### src/rtl/core/mctw_pkg.sv
// ----------------------------------------------------------------------------
// mctw_pkg: shared definitions of the multi-channel task watchdog
// Widths, command and status codes, the channel table entry and the
// command and status bundles between the controller and the datapath.
// ----------------------------------------------------------------------------
package mctw_pkg;

    // Table size and field widths.
    localparam int CHANNELS   = 64;
    localparam int CH_AW      = $clog2(CHANNELS);
    localparam int TAG_W      = 16;
    localparam int CMD_W      = 3;
    localparam int SLOT_W     = 6;
    localparam int TMO_W      = 8;
    localparam int MODE_W     = 2;
    localparam int STATUS_W   = 2;
    localparam int TPS_W      = 14;
    localparam int TICK_W     = 32;
    localparam int LIMIT_W    = TMO_W + TPS_W;
    localparam int IN_DATA_W  = 32;
    localparam int OUT_DATA_W = 24;

    localparam logic [TPS_W-1:0] TPS_RESET = TPS_W'(1000);

    // Command codes carried in the input tuser.
    typedef enum logic [CMD_W-1:0] {
        CMD_REGISTER   = 3'd0,
        CMD_UNREGISTER = 3'd1,
        CMD_UPDATE     = 3'd2,
        CMD_CHECK      = 3'd3,
        CMD_TICK       = 3'd4
    } t_cmd;

    // Channel modes.
    typedef enum logic [MODE_W-1:0] {
        MODE_RUNNING   = 2'd0,
        MODE_SUSPENDED = 2'd1,
        MODE_EXITED    = 2'd2,
        MODE_DEAD      = 2'd3
    } t_mode;

    // Result status codes carried in the output tuser.
    typedef enum logic [STATUS_W-1:0] {
        ST_DONE    = 2'd0,
        ST_FULL    = 2'd1,
        ST_IGNORED = 2'd2,
        ST_NONE    = 2'd3
    } t_status;

    // Controller states.
    typedef enum logic [2:0] {
        S_IDLE,
        S_DECODE,
        S_REG_SCAN,
        S_UPD_WR,
        S_CHK_RD,
        S_CHK_EVAL,
        S_CHK_CMP,
        S_RESP
    } t_state;

    // Kind of table write.
    typedef enum logic [1:0] {
        WR_NONE,
        WR_REG,
        WR_UPD,
        WR_CHK
    } t_wr_op;

    // Source of the reported slot.
    typedef enum logic [1:0] {
        RS_ZERO,
        RS_SLOT,
        RS_CNT
    } t_res_slot;

    // Source of the table read address.
    typedef enum logic {
        ADDR_CNT,
        ADDR_SLOT
    } t_addr_sel;

    // One channel table entry, held in RAM.
    typedef struct packed {
        logic               expired;
        t_mode              mode;
        logic [TMO_W-1:0]   limit_sec;
        logic [TICK_W-1:0]  feed_time;
        logic [TAG_W-1:0]   owner_tag;
    } t_entry;

    localparam int ENTRY_W = $bits(t_entry);

    // Commands from the controller to the datapath.
    typedef struct packed {
        logic       in_ready;
        logic       cnt_clr;
        logic       cnt_inc;
        logic       ram_rd;
        t_addr_sel  addr_sel;
        t_wr_op     wr_op;
        logic       use_set;
        logic       use_clr;
        logic       tick;
        logic       eval_load;
        logic       res_set;
        t_status    res_status;
        t_res_slot  res_slot;
        logic       res_tag;
        logic       out_load;
    } t_ctrl_cmd;

    // Status from the datapath to the controller.
    typedef struct packed {
        logic  in_valid;
        t_cmd  cmd;
        logic  slot_used;
        logic  cnt_free;
        logic  cnt_last;
        logic  upd_ok;
        logic  chk_expire;
        logic  out_free;
    } t_dp_stat;

endpackage

### src/rtl/core/mctw_ctrl.sv
// ----------------------------------------------------------------------------
// mctw_ctrl: watchdog command sequencer
// Decodes each accepted item and steps the datapath through the table
// scans, the read-modify-write updates and the hand-over of the result.
// ----------------------------------------------------------------------------
module mctw_ctrl (
    input  logic                 i_clk,
    input  logic                 i_rst_n,
    input  mctw_pkg::t_dp_stat   i_stat,
    output mctw_pkg::t_ctrl_cmd  o_cmd
);
    import mctw_pkg::*;

    t_state    r_state;
    t_state    n_state;
    t_ctrl_cmd cmd;

    // State register.
    always_ff @(posedge i_clk) begin
        if (!i_rst_n) begin
            r_state <= S_IDLE;
        end else begin
            r_state <= n_state;
        end
    end

    // Next state and datapath commands.
    always_comb begin
        n_state = r_state;
        cmd     = '0;
        unique case (r_state)
            S_IDLE: begin
                cmd.in_ready = 1'b1;
                if (i_stat.in_valid) begin
                    n_state = S_DECODE;
                end
            end
            S_DECODE: begin
                unique case (i_stat.cmd)
                    CMD_REGISTER: begin
                        cmd.cnt_clr = 1'b1;
                        n_state     = S_REG_SCAN;
                    end
                    CMD_UNREGISTER: begin
                        cmd.res_set = 1'b1;
                        if (i_stat.slot_used) begin
                            cmd.use_clr    = 1'b1;
                            cmd.res_status = ST_DONE;
                            cmd.res_slot   = RS_SLOT;
                        end else begin
                            cmd.res_status = ST_IGNORED;
                        end
                        n_state = S_RESP;
                    end
                    CMD_UPDATE: begin
                        // Fetch the entry to see whether it has expired.
                        cmd.ram_rd   = 1'b1;
                        cmd.addr_sel = ADDR_SLOT;
                        n_state      = S_UPD_WR;
                    end
                    CMD_CHECK: begin
                        cmd.cnt_clr = 1'b1;
                        n_state     = S_CHK_RD;
                    end
                    CMD_TICK: begin
                        cmd.tick       = 1'b1;
                        cmd.res_set    = 1'b1;
                        cmd.res_status = ST_DONE;
                        n_state        = S_RESP;
                    end
                    default: begin
                        cmd.res_set    = 1'b1;
                        cmd.res_status = ST_IGNORED;
                        n_state        = S_RESP;
                    end
                endcase
            end
            S_REG_SCAN: begin
                // Claim the lowest free slot, one slot per cycle.
                if (i_stat.cnt_free) begin
                    cmd.use_set    = 1'b1;
                    cmd.wr_op      = WR_REG;
                    cmd.res_set    = 1'b1;
                    cmd.res_status = ST_DONE;
                    cmd.res_slot   = RS_CNT;
                    n_state        = S_RESP;
                end else if (i_stat.cnt_last) begin
                    cmd.res_set    = 1'b1;
                    cmd.res_status = ST_FULL;
                    n_state        = S_RESP;
                end else begin
                    cmd.cnt_inc = 1'b1;
                end
            end
            S_UPD_WR: begin
                cmd.res_set = 1'b1;
                if (i_stat.upd_ok) begin
                    cmd.wr_op      = WR_UPD;
                    cmd.res_status = ST_DONE;
                    cmd.res_slot   = RS_SLOT;
                end else begin
                    cmd.res_status = ST_IGNORED;
                end
                n_state = S_RESP;
            end
            S_CHK_RD: begin
                cmd.ram_rd   = 1'b1;
                cmd.addr_sel = ADDR_CNT;
                n_state      = S_CHK_EVAL;
            end
            S_CHK_EVAL: begin
                cmd.eval_load = 1'b1;
                n_state       = S_CHK_CMP;
            end
            S_CHK_CMP: begin
                // The datapath writes back only a corrected or expired entry.
                cmd.wr_op = WR_CHK;
                if (i_stat.chk_expire) begin
                    cmd.res_set    = 1'b1;
                    cmd.res_status = ST_DONE;
                    cmd.res_slot   = RS_CNT;
                    cmd.res_tag    = 1'b1;
                    n_state        = S_RESP;
                end else if (i_stat.cnt_last) begin
                    cmd.res_set    = 1'b1;
                    cmd.res_status = ST_NONE;
                    n_state        = S_RESP;
                end else begin
                    cmd.cnt_inc = 1'b1;
                    n_state     = S_CHK_RD;
                end
            end
            S_RESP: begin
                // Wait until the output register can take the result.
                if (i_stat.out_free) begin
                    cmd.out_load = 1'b1;
                    n_state      = S_IDLE;
                end
            end
            default: begin
                n_state = S_IDLE;
            end
        endcase
    end

    assign o_cmd = cmd;

    // Every accepted item produces a result before the next is taken.
    a_decode_not_idle: assert property (@(posedge i_clk) disable iff (!i_rst_n)
        (r_state == S_DECODE) |=> (r_state != S_IDLE))
        else $error("decode returned to idle without a result");

    // A scan step that ends the scan never advances the counter.
    a_scan_end: assert property (@(posedge i_clk) disable iff (!i_rst_n)
        (cmd.cnt_inc && cmd.res_set) |-> 1'b0)
        else $error("scan advanced and finished in the same cycle");

endmodule

### config.mk
export PLATFORM = sky130hd
export DESIGN_NAME = mctw_ctrl
export DESIGN_NICKNAME = d
export VERILOG_FILES = /design/src/rtl/core/mctw_pkg.sv /design/src/rtl/core/mctw_ctrl.sv
export SDC_FILE = /design/constraint.sdc
export NUM_CORES = 1
export LEC_CHECK = 0
export BUFFER_PORTS_ARGS = -buffer_cell sky130_fd_sc_hd__buf_4
export CAP_MARGIN = 20
export CORE_UTILIZATION = 25
export DETAILED_ROUTE_END_ITERATION = 8
export PLACE_DENSITY_LB_ADDON = 0.3
export SLEW_MARGIN = 20
export SYNTH_ARGS = -nofsm -noshare
export SYNTH_HDL_FRONTEND = slang
export SYNTH_SLANG_ARGS = --single-unit
### constraint.sdc
create_clock -name i_clk -period 1.65 [get_ports i_clk]
set_clock_uncertainty 0.2 [all_clocks]
set_input_delay 0 -clock i_clk [delete_from_list [all_inputs] [get_ports i_clk]]
set_output_delay 0 -clock i_clk [all_outputs]
set_load 0.01 [all_outputs]
==> flow_metrics.env <==
export IMPL_p_leak_nw=0.397
export IMPL_rows=15
export IMPL_timing_rr_end="r_state[0]"
export IMPL_ys_seq_area_share_pct=13.1
export IMPL_period_needed_ns=1.67
export IMPL_tightest_slew_ns=0.313
export IMPL_ant_nets=0
export IMPL_reg2reg_slack_ns=0.09
export IMPL_cp_depth=5
export IMPL_reg2reg_from="r_state[2]"
export IMPL_synth_top_area_cell="dfxtp_1"
export IMPL_synthesis_instances=71
export IMPL_crit_family="simple AND/OR/NAND/NOR gates"
export IMPL_critPathMaxStageDelay_ns=0.43
export IMPL_die_y_um=44.9
export IMPL_die_area_um2=2010
export IMPL_startpoint="r_state[2]"
export IMPL_initial_utilization_pct=26.6
export IMPL_endpoint_kind="primary output"
export IMPL_r2r_cells=5
export IMPL_syn2layout_area_growth_pct=80.1
export IMPL_critPathBufInv=1
export IMPL_fin_nets=126
export IMPL_whs_ns=0.0634
export IMPL_grt_setup_unrepaired="true"
export IMPL_violations="setup timing"
export IMPL_overflow=0
export IMPL_critPathKind="reg2out"
export IMPL_clock_sinks=3
export IMPL_ioPinCount=30
export IMPL_wirelength_um=1730
export IMPL_wl_per_cell_um=12.5
export IMPL_holdPathEnd="r_state[2]"
export IMPL_max_cap_viol_count=0
export IMPL_dpl_cell_area_um2=697
export IMPL_drc_errors=0
export IMPL_fin_crit_sh_pct=101
export IMPL_cts_clk_slew_worst_paths_ns=0.04
export IMPL_reg_top3="r_state x3"
export IMPL_port_buffers=29
export IMPL_clk_latency_ns=0.25
export IMPL_antenna_found_initial=0
export IMPL_hold_depth=3
export IMPL_slowest_stage="or3b_4"
export IMPL_fin_ws_ns=-0.0204
export IMPL_setup_viol=1
export IMPL_vias=692
export IMPL_hold_start="i_stat[8]"
export IMPL_final_area_um2=827
export IMPL_diodes=0
export IMPL_hp_class="in2reg"
export IMPL_status="finished with violations"
export IMPL_required_ns=1.45
export IMPL_h_tree_depth=1
export IMPL_gr_usage_all_layers_pct=18.7
export IMPL_cp_arrival_ns=1.47
export IMPL_drt_iter0_drc=24
export IMPL_core_region_area_um2=1730
export IMPL_grt_max_degree=9
export IMPL_mappedNetlistArea_um2=459
export IMPL_ys_warn_count=0
export IMPL_postSynthNetCount=83
export IMPL_die_w_um=44.9
export IMPL_slew_headroom_pct=79.0
export IMPL_crit_chain="or3b_4, a21oi_2, a31oi_1, o21ai_1, buf_4"
export IMPL_p_total_mw=0.767
export IMPL_final_util_pct=47.9
export IMPL_hpwl_um=1150
export IMPL_synth_area_top_cells="dfxtp_1 13%, nor2_1 9.8%, o21ai_0 6.5%"
export IMPL_p_per_area_nw_per_um2=928
export IMPL_firstDrtPassIters=4
export IMPL_stdcell_count=138
export IMPL_cts_tree="built"
export IMPL_setup_tns_ns=-0.0204
export IMPL_ys_ff_latch=3
export IMPL_cp_start_kind="flip-flop"
export IMPL_syn_area_per_cell_um2=6.47
export IMPL_synth_distinct_cells=28
export IMPL_gp_congestion=0.835
export IMPL_cts_made_buffers=3
export IMPL_path_max_fanout=8
export IMPL_hold_viol_final=0
export IMPL_top_register="r_state"
export IMPL_place_ws_ns=0.109
export IMPL_max_freq_mhz=599
export IMPL_placedCellCount=125
export IMPL_cts_max_path_buffers=2
export IMPL_via_per_inst=5.01
export IMPL_maxSlewViolCount=0
export IMPL_drive_gt1_share_pct=46.9
export IMPL_grt_first_pass_wirelength_um=2750
export IMPL_synth_top_area_share_pct=13.1
export IMPL_largest_reg_flops=3
export IMPL_grt_pass1_vias=650
export IMPL_vdd_drop_max_mv=0.306
export IMPL_cts_root_buf="clkbuf_4"
[what timing repair did]
action,in CTS,in global routing
buffers inserted,4,0
pin swaps,1,0
hold buffers,5,0
endpoints found under the setup margin,7,6
gates cloned,0,0
endpoints found under the hold margin,3,0
resized for setup,10,2
[worst register-to-register path: stages, from the launching register on]
cell     delay, ns
dfxtp_4       0.36
or3b_4        0.43
a21oi_2       0.12
a31oi_1       0.07
buf_4         0.16
a31oi_1       0.14
[power breakdown]
part / total, mW / switching, mW / internal (mW)
Sequential: 0.136 / 0.0366 / 0.0997
Clock: 0.145 / 0.0530 / 0.0916
Combinational: 0.486 / 0.241 / 0.245
[synthesized netlist by cell type]
cell type / count
nor2_1: 12
inv_1: 7
nand2_1: 6
o21ai_0: 6
nor3_1: 5
and3_1: 4
a21oi_1: 3
dfxtp_1: 3
a311oi_1: 2
a31oi_1: 2
buf_6: 2
o22ai_1: 2
or3b_1: 2
a21oi_2: 1
a221o_2: 1
buf_2: 1
buf_4: 1
clkbuf_8: 1
mux2i_1: 1
nand4_1: 1
nand4bb_1: 1
nor4_1: 1
o21a_1: 1
o31ai_1: 1
o32a_1: 1
or2_2: 1
or2b_1: 1
xor2_1: 1
[worst max-delay path by stage]
stage          endpoint
3_5_place_dp   o_cmd[6]
2_1_floorplan  o_cmd[8]
5_1_grt        o_cmd[6]
4_1_cts        o_cmd[6]
6_report       o_cmd[6]
3_3_place_gp   o_cmd[6]
[layout by cell type (no fill, tap or decap), types with 2 or more instances in the layout]
cell type | netlist | final
buf_4 | 1 | 38
nor2_1 | 12 | 11
nand2_1 | 6 | 6
nor3_1 | 5 | 5
inv_1 | 7 | 5
o21ai_0 | 6 | 5
dlygate4sd3_1 | 0 | 5
and3_1 | 4 | 4
a21oi_1 | 3 | 3
clkbuf_4 | 0 | 3
inv_2 | 0 | 2
a31oi_1 | 2 | 2
a311oi_1 | 2 | 2
dfxtp_4 | 0 | 2
[routing by layer]
metal / vias to the layer above / part of all wire, % / global-route usage (%)
met1: 321 / 42 / 22.8
met4: 0 / 0.81 / 8.48
met2: 30 / 51 / 31.5
met5: - / 0 / 0
met3: 2 / 6.3 / 4.00
li1: 339 / - / -
[kinds of logic after synthesis]
| group | Yosys count | synth area share (%) |
|---|---|---|
| simple gates | 34 | 37.6 |
| compound gates | 20 | 28.9 |
| buf+inv | 12 | 16.3 |
| flops | 3 | 13.1 |
| xor+xnor | 1 | 1.91 |
| mux | 1 | 2.18 |
[final cells by class]
cell class | instances | area [um2]
clock buffer | 4 | 26.3
fill | 187 | 900
inverter | 7 | 26.3
multi-input combinational | 56 | 339
sequential | 3 | 68.8
tap | 25 | 31.3
timing repair buffer | 43 | 335
Note: power is estimated with default switching activity, not from simulation.
